**src/sv/mted_pkg.sv**
```systemverilog
package mted_pkg;

    // History store geometry. The delay fields are 12 bits wide, so a
    // store of 4096 entries takes every delay modulo its depth for free.
    localparam int DEPTH      = 4096;
    localparam int IDX_W      = 12;
    localparam int DELAY_W    = 12;
    localparam int GAIN_W     = 16;
    localparam int GAIN_FRAC  = 15;
    localparam int TAP_REGS   = 4;
    localparam int TAP_IDX_W  = 2;
    localparam int CFG_IDX_W  = 3;
    localparam int CFG_DATA_W = 28;

    typedef enum logic [CFG_IDX_W-1:0] {
        REG_INPUT_GAIN = 3'd0,
        REG_TAP0       = 3'd1,
        REG_TAP1       = 3'd2,
        REG_TAP2       = 3'd3,
        REG_TAP3       = 3'd4
    } mted_reg_t;

    localparam logic [GAIN_W-1:0] INPUT_GAIN_RESET = 16'd16384;

    typedef logic [CFG_DATA_W-1:0] tap_setting_t;

    localparam tap_setting_t TAP_RESET [TAP_REGS] = '{
        28'd33555456, 28'd16778752, 28'd8391168, 28'd8391680
    };

    // Commands from the controller to the datapath.
    typedef struct packed {
        logic                 clear_wr;
        logic                 accept;
        logic                 rd_en;
        logic [TAP_IDX_W-1:0] rd_tap;
        logic                 load_out;
        logic                 advance_w;
    } mted_cmd_t;

    typedef struct packed {
        logic clear_last;
    } mted_status_t;

endpackage

```
**src/sv/mted_ctrl.sv**
```systemverilog
module mted_ctrl
    import mted_pkg::*;
#(
    parameter int NUM_TAPS = 4
) (
    input  logic         clk,
    input  logic         rst_n,
    input  logic         in_valid,
    output logic         in_ready,
    output logic         out_valid,
    input  logic         out_ready,
    output mted_cmd_t    cmd,
    input  mted_status_t status
);

    localparam int USED_TAPS = (NUM_TAPS < TAP_REGS) ? NUM_TAPS : TAP_REGS;
    localparam logic [TAP_IDX_W-1:0] LAST_TAP = TAP_IDX_W'(USED_TAPS - 1);

    typedef enum logic [2:0] {
        ST_CLEAR,
        ST_IDLE,
        ST_READ,
        ST_DRAIN,
        ST_DONE
    } state_t;

    state_t               state_reg, state_next;
    logic [TAP_IDX_W-1:0] tap_reg, tap_next;
    logic                 drain_reg, drain_next;
    logic                 out_valid_reg, out_valid_next;

    always_comb
    begin
        state_next     = state_reg;
        tap_next       = tap_reg;
        drain_next     = drain_reg;
        out_valid_next = out_valid_reg;
        cmd            = '0;
        cmd.rd_tap     = tap_reg;
        in_ready       = 1'b0;

        if (out_valid_reg && out_ready)
        begin
            out_valid_next = 1'b0;
        end

        unique case (state_reg)
            ST_CLEAR:
            begin
                cmd.clear_wr = 1'b1;
                if (status.clear_last)
                begin
                    state_next = ST_IDLE;
                end
            end
            ST_IDLE:
            begin
                in_ready = 1'b1;
                if (in_valid)
                begin
                    cmd.accept = 1'b1;
                    tap_next   = '0;
                    state_next = ST_READ;
                end
            end
            ST_READ:
            begin
                cmd.rd_en = 1'b1;
                if (tap_reg == LAST_TAP)
                begin
                    drain_next = 1'b0;
                    state_next = ST_DRAIN;
                end
                else
                begin
                    tap_next = tap_reg + 1'b1;
                end
            end
            ST_DRAIN:
            begin
                // The drain covers the tap multiply and then the last add.
                drain_next = 1'b1;
                if (drain_reg)
                begin
                    state_next = ST_DONE;
                end
            end
            ST_DONE:
            begin
                if (!out_valid_reg || out_ready)
                begin
                    cmd.load_out   = 1'b1;
                    cmd.advance_w  = 1'b1;
                    out_valid_next = 1'b1;
                    state_next     = ST_IDLE;
                end
            end
            default:
            begin
                state_next = ST_CLEAR;
            end
        endcase
    end

    always_ff @(posedge clk or negedge rst_n)
    begin
        if (!rst_n)
        begin
            state_reg     <= ST_CLEAR;
            tap_reg       <= '0;
            drain_reg     <= 1'b0;
            out_valid_reg <= 1'b0;
        end
        else
        begin
            state_reg     <= state_next;
            tap_reg       <= tap_next;
            drain_reg     <= drain_next;
            out_valid_reg <= out_valid_next;
        end
    end

    assign out_valid = out_valid_reg;

endmodule

```
**config.mk**
```make
export PLATFORM = sky130hd
export DESIGN_NAME = mted_ctrl
export DESIGN_NICKNAME = d
export VERILOG_FILES = /design/src/sv/mted_pkg.sv /design/src/sv/mted_ctrl.sv
export SDC_FILE = /design/constraint.sdc
export NUM_CORES = 1
export LEC_CHECK = 0
export BUFFER_PORTS_ARGS = -buffer_cell sky130_fd_sc_hd__clkbuf_2
export CAP_MARGIN = 20
export CORE_AREA = 3 3 40 42
export DETAILED_ROUTE_END_ITERATION = 7
export DIE_AREA = 0 0 43 45
export PLACE_DENSITY = 0.65
export SLEW_MARGIN = 20
export SYNTH_ARGS = -nofsm -noshare
export SYNTH_HDL_FRONTEND = slang
export SYNTH_SLANG_ARGS = --single-unit
```
**constraint.sdc**
```tcl
create_clock -name clk -period 3.3 [get_ports clk]
set_clock_uncertainty 0.05 [all_clocks]
set_input_delay 0.33 -clock clk [delete_from_list [all_inputs] [get_ports clk]]
set_output_delay 0.33 -clock clk [all_outputs]
set_load 0.05 [all_outputs]
```
# After elaboration in Yosys (flattened, before gate mapping)
# Index checks and enable logic that the tools add are counted.
# totals
reg_bits	7
out_inout_bits	9
# classes
n_addsub	1
n_eq_ne	11
mux	21
reduce_logical	9
# ops
cell	count
3-bit two-way mux	5
3-bit one-hot mux with 5 select lines	1
2-bit != test, second input constant	6
1-bit two-way mux	9
2-bit two-way mux	4
3-bit by 2-bit == test with 1-bit output, second input constant	2
5-bit AND reduction	1
2-bit one-hot mux with 2 select lines	1
2-bit nonzero test	2
3-bit by 1-bit == test with 1-bit output, second input constant	1
3-bit == test, second input constant	1
3-bit zero test	1
3-bit AND reduction	1
2-bit by 1-bit adder with 2-bit output, second input constant	1
2-bit == test, second input constant	1
1-bit one-hot mux with 2 select lines	1
2-bit AND reduction	1
1-bit logical AND	1
1-bit zero test	1
1-bit logical OR	1

# Longest topological paths before layout
# Gate-level depths: netlist of the first run.
# logic_depth
word_depth	4
ltp_mapped	4

# Worst setup path before layout of the first run
# No wires, ideal clock.
# synth_timing
path_kind	register to output
start	register state_reg[1]
end	output cmd[5] in the netlist's numbering
arrival_time_ns	1.634
slack_ns	1.286
path_stages_with_launch	3
cell_sequence	dfrtp_1 > buf_6 > nor3_1
# synth_rtl
element	line	source
start: declaration	mted_ctrl.sv:27	state_t state_reg, state_next;
start signal: assignment	mted_ctrl.sv:116	state_reg <= state_next;
end: declaration	mted_ctrl.sv:12	output mted_cmd_t cmd,

==> results of run 1 <==
synthesized netlist by cell type:
| master | instances | area [um2] |
|---|---|---|
| dfrtp_1 | 7 | 175.2 |
| nand2_1 | 4 | 15.01 |
| nor2_1 | 4 | 15.01 |
| nor3_1 | 4 | 20.02 |
| inv_1 | 3 | 11.26 |
| buf_6 | 2 | 22.52 |
| nand2b_1 | 2 | 12.51 |
| nor3b_1 | 2 | 15.01 |
| o22ai_1 | 2 | 12.51 |
| a21oi_1 | 1 | 5.000 |
| a221oi_1 | 1 | 8.760 |
| a2bb2oi_1 | 1 | 8.760 |
| a31oi_1 | 1 | 6.260 |
| and2b_2 | 1 | 8.760 |
| and3_1 | 1 | 6.260 |
| buf_4 | 1 | 7.510 |
| clkbuf_8 | 1 | 13.76 |
| ha_1 | 1 | 12.51 |
| nand2b_4 | 1 | 13.76 |
| nand3b_1 | 1 | 7.510 |
| o21ai_0 | 1 | 5.000 |
| o22a_1 | 1 | 8.760 |
| o31a_1 | 1 | 8.760 |
| o32ai_1 | 1 | 8.760 |
| or2_0 | 1 | 6.260 |
routing by layer:
metal	part of all wire, %	wire length [um]	GRT usage, %	vias up
met4	1.9	17	9.036	0
met1	45	411	12.87	179
li1	-	-	-	192
met2	47	427	17.07	8
met3	6.1	56	5.179	2
met5	0	0	0	-
cells by family (layout without fill, tap and decap cells):
logic type | Yosys count | in the layout | share of synthesized area [%]
flip-flops | 7 | 7 | 40.23
AO/OA/AOI/OAI | 10 | 10 | 16.67
adder cells (fa/ha/maj) | 1 | 1 | 2.873
buffers and inverters | 7 | 21 | 12.64
AND/OR/NAND/NOR | 21 | 21 | 27.59
cell usage in the layout, fill, tap and decap left out, types with 2 or more instances in the layout:
cell | synthesis | final
clkbuf_2 | 0 | 13
clkbuf_4 | 0 | 3
dfrtp_1 | 7 | 7
inv_1 | 3 | 3
nand2_1 | 4 | 4
nand2b_1 | 2 | 2
nor2_1 | 4 | 4
nor3_1 | 4 | 4
nor3b_1 | 2 | 2
o22ai_1 | 2 | 2
repair_timing:
item / in CTS / in global routing
hold buffers: 1 / 0
gates resized for setup: 0 / 0
hold endpoints to repair: 7 / 0
buffers inserted: 0 / 0
worst register-to-register path, cell delays in order (launching register included):
cell	delay, ns
dfrtp_1	0.52
nand2b_1	0.27
o21ai_0	0.11
a221oi_1	0.28
area by class of cell:
cell class / count / area (um2) / share of cell area (%)
Tap cell: 15 / 18.77 / 3.667
Clock buffer: 4 / 26.28 / 5.134
Sequential cell: 7 / 175.2 / 34.23
Inverter: 3 / 11.26 / 2.200
Timing Repair Buffer: 14 / 75.07 / 14.67
Multi-Input combinational cell: 32 / 205.2 / 40.10
per-stage QoR:
| stage | util, % | cells | cell area (um2) |
|---|---|---|---|
| finish | 39.82 | 75 | 511.7 |
| global route | 39.82 | 75 | 511.7 |
| CTS | 39.82 | 75 | 511.7 |
| detailed placement | 37.00 | 70 | 475.5 |
| global placement | 37.00 | 70 | 475.5 |
| floorplan | - | 46 | 435.4 |
final timing paths:
path                                                from                  endpoint  slack (ns)  cells past startpoint
max in group asynchronous                          rst_n    tap_reg[0]$_DFFE_PN0P_        2.63                      2
worst max register to register  state_reg[2]$_DFFE_PN0P_    tap_reg[0]$_DFFE_PN0P_        1.95                      3
worst min register to register    tap_reg[1]$_DFFE_PN0P_    tap_reg[1]$_DFFE_PN0P_        0.50                      1
worst min-delay path                            in_valid  state_reg[1]$_DFFE_PN0P_        0.38                      3
min in group asynchronous                          rst_n  state_reg[0]$_DFFE_PN0P_        0.41                      2
worst max-delay path            state_reg[2]$_DFFE_PN0P_                    cmd[5]        1.45                      3
==> flow_summary.ini, run 1 <==
[die]
fp.dieW_um = 43
start_util_pct = 33.89
die_y_um = 45
rows = 13
core_um2 = 1285
ios = 14
die-area_um2 = 1935

[global_route]
overflow = 0
grt_max_degree = 13
grt_pass1_vias = 350
grt_first_pass_wirelength_um = 1552
antenna_found_initial = 0
grt_use_total_pct = 11.51

[logic_synthesis]
yosys_warnings = 0
ys_seq_area_share_pct = 40.23
ys_types = 25
synth-seq-cells = 7
synthCells = 46
syn-num-nets = 52
syn-mean-instance-area_um2 = 9.466
synthesis.area_um2 = 435.4

[clocking]
cts_max_level = 1
tritoncts = yes
clock_latency_ns = 0.24
clk_transition_reported_paths_ns = 0.05
numCtsBuffers = 3
clockBufferDepth = 2
cts-root-buf = clkbuf_4
cts.sinks = 7

[timing]
setup_viol = 0
hold_slack_ns = 0.3850
setup_tns_ns = 0
max_clock_freq_ghz = 0.5394
drv_slew = 0
post-route-period-util_pct = 56.18
fin_ws_ns = 1.446
relSlewSlack_pct = 74.88
worst_pin_slew_ns = 0.3768
rsz0062_at_grt = no
hold_viol_final = 0
finalCriticalPeriod_ns = 1.854

[worst_setup_path]
setup.worst_path.start_class = flip-flop
crit_buf_inv = 1
end_kind = primary output
critPathTopFamily = flip-flops
path_cells = nand2b_1, nor3_1, clkbuf_2
critPathRequiredTime_ns = 2.92
arrival_ns = 1.47
crit_type = flip-flop to primary output
path_max_fanout = 12
max_stage_delay_ns = 0.48
cp_slowest_cell = dfrtp_1

[routing]
drt-total-wl_um = 913
route.antenna.remaining_nets = 0
dr.pass1.iters = 4
drtIter0Drc = 7
post_drt_wl_per_cell_um = 12.17
drc_errors = 0
via_per_inst = 5.080
vias = 381

[cells_and_area]
antenna_cells = 0
drive_above_1_share_pct = 30.00
fin_nets = 67
largest_register_ff_count = 3
fillers = 139
area_growth_pct = 17.53

[place]
io_buffers = 13
place_ws_ns = 1.713
dp_hpwl_um = 716.8
routabilityCongestion = 0.7548

[run_status]
status = finished, final reports clean

[worst_hold_path]
hold_path.class = primary input to flip-flop

[run]
maxCapViolCount = 0
Power of run 1 is not shown: default switching activity piles up to over one toggle a cycle in this logic, so the estimate is an artifact.
==> inputs of run 2 (changes only) <==
PLACE_DENSITY = 0.68   (was 0.65)
clock period = 1.5 ns   (was 3.3 ns; I/O delays follow)
==> run 2 against run 1 <==
Non-clock buffer count is 7 higher. Register-to-register slack got worse by 1.8 ns. Sequential cell count unchanged. Via count rose by 5.2%. Routed wire length up 13%. Core utilization rose by 6.1 points. Global-route usage rose by 0.50 points. Final cell count rose by 9.3%. Critical path depth is the same. Cell area increased by 15%. Worst hold slack got worse by 0.20 ns.
==> flow_summary.ini, run 2 (same netlist as run 1, synthesis figures left out) <==
[clocking]
clk_transition_reported_paths_ns = 0.06
clock_latency_ns = 0.26
cts-root-buf = clkbuf_4
numCtsBuffers = 3
clockBufferDepth = 2
tritoncts = yes
cts.sinks = 7
cts_max_level = 1

[routing]
dr.pass1.iters = 4
via_per_inst = 4.890
vias = 401
top_layer = met4
wl_met1_um = 501
dr_wl_met2_um = 426
drt-total-wl_um = 1028
route.antenna.remaining_nets = 0
wl_met3_um = 58
drc_errors = 0
drtIter0Drc = 8
post_drt_wl_per_cell_um = 12.54

[worst_setup_path]
r2r-start = tap_reg[0]$_DFFE_PN0P_
critPathTopFamily = flip-flops
critPathRequiredTime_ns = 1.30
cp_slowest_cell = dfrtp_2
end_kind = primary output
setup.worst_path.start_class = flip-flop
r2r_setup_slack_ns = 0.15
r2r_end = tap_reg[1]$_DFFE_PN0P_
crit_type = flip-flop to primary output
crit_buf_inv = 1
path_max_fanout = 7
rr_worst_depth = 3
arrival_ns = 1.27
max_stage_delay_ns = 0.46
path_cells = nor2_1, and3_4, buf_4

[die]
ios = 14
core_um2 = 1285
start_util_pct = 33.89
die_y_um = 45
fp.dieW_um = 43
die-area_um2 = 1935
rows = 13

[worst_hold_path]
holdPathStages = 3
hp-start = out_ready
hold_path.class = primary input to flip-flop
hold_end = out_valid$_DFF_PN0_

[timing]
hold_viol_final = 0
post-route-period-util_pct = 97.67
drv_slew = 0
max_clock_freq_ghz = 0.6826
hold_slack_ns = 0.1807
worst_pin_slew_ns = 0.2821
finalCriticalPeriod_ns = 1.465
setup_viol = 0
relSlewSlack_pct = 81.05
rsz0062_at_grt = no

[place]
routabilityCongestion = 0.7606
io_buffers = 13
dp_cells = 73
placed_area_um2 = 505.5
dp_hpwl_um = 702.5

[power_and_ir_drop]
vdd_ir_drop_max_mv = 0.9004
leakagePower_nw = 0.2947
p_per_area_nw_per_um2 = 2677

[cells_and_area]
utilization_pct = 45.96
drive_above_1_share_pct = 44.78
final_cell_count_no_fill = 82
area_growth_pct = 35.63
final_common_cell = buf_4
final_cell_mix = buf_4, clkbuf_2
final_design_area_no_fill_um2 = 590.6
largest_register_ff_count = 3
fin_nets = 74
antenna_cells = 0

[global_route]
grt_max_degree = 12
grt_use_total_pct = 12.02
grt_first_pass_wirelength_um = 1642
antenna_found_initial = 0
overflow = 0
grt_pass1_vias = 363

[run_status]
status = finished, final reports clean

[run]
maxCapViolCount = 0
[run 2: cell type report]
class                           instances  area (um2)
Inverter                                3       11.26
Timing Repair Buffer                   21       143.9
Sequential cell                         7       180.2
Multi-Input combinational cell         32       210.2
Tap cell                               15       18.77
Clock buffer                            4       26.28
Fill cell                             134       694.4
[run 2: report_power, final]
part	internal [mW]	switching, mW	leakage, nW
logic	0.394	0.632	0.197
registers	0.280	0.0929	0.0825
clock network	0.102	0.0804	0.0150
[run 2: timing repair]
| item | in CTS | in global routing |
|---|---|---|
| gates resized for setup | 8 | 5 |
| hold endpoints to repair | 7 | 0 |
| setup endpoints to repair | 6 | 5 |
| buffers inserted | 0 | 4 |
| hold buffers | 1 | 0 |
[run 2: through the flow]
stage	TNS [ns]	setup WS, ns	total power [mW]
floorplan	-0.6689	-0.3344	1.128
global placement	0	0.1779	1.264
detailed placement	0	0.1591	1.283
CTS	-0.005864	-0.002932	1.509
global route	0	0.003313	1.677
finish	0	0.03499	1.581
[run 2: per-layer routing]
| layer | GRT usage [%] | vias up |
|---|---|---|
| li1 | - | 206 |
| met5 | 0 | - |
| met3 | 3.984 | 4 |
| met1 | 16.58 | 179 |
| met4 | 10.84 | 0 |
| met2 | 14.37 | 12 |
[run 2: worst max path at each step]
stage / start / endpoint / slack [ns] / cells past startpoint
global placement: tap_reg[0]$_DFFE_PN0P_ / tap_reg[1]$_DFFE_PN0P_ / 0.18 / 3
detailed placement: tap_reg[0]$_DFFE_PN0P_ / tap_reg[1]$_DFFE_PN0P_ / 0.16 / 3
floorplan: state_reg[1]$_DFFE_PN0P_ / cmd[5] / -0.33 / 2
global route: state_reg[1]$_DFFE_PN0P_ / cmd[0] / 0.003 / 3
CTS: state_reg[1]$_DFFE_PN0P_ / cmd[1] / -0.003 / 3
finish: state_reg[1]$_DFFE_PN0P_ / cmd[0] / 0.03 / 3
[run 2: worst register-to-register path, stage by stage, from the launching register on]
cell     delay [ns]
dfrtp_2        0.43
ha_1           0.30
o31a_1         0.29
o22a_1         0.17
No activity file was read; power rests on OpenSTA's default activity.
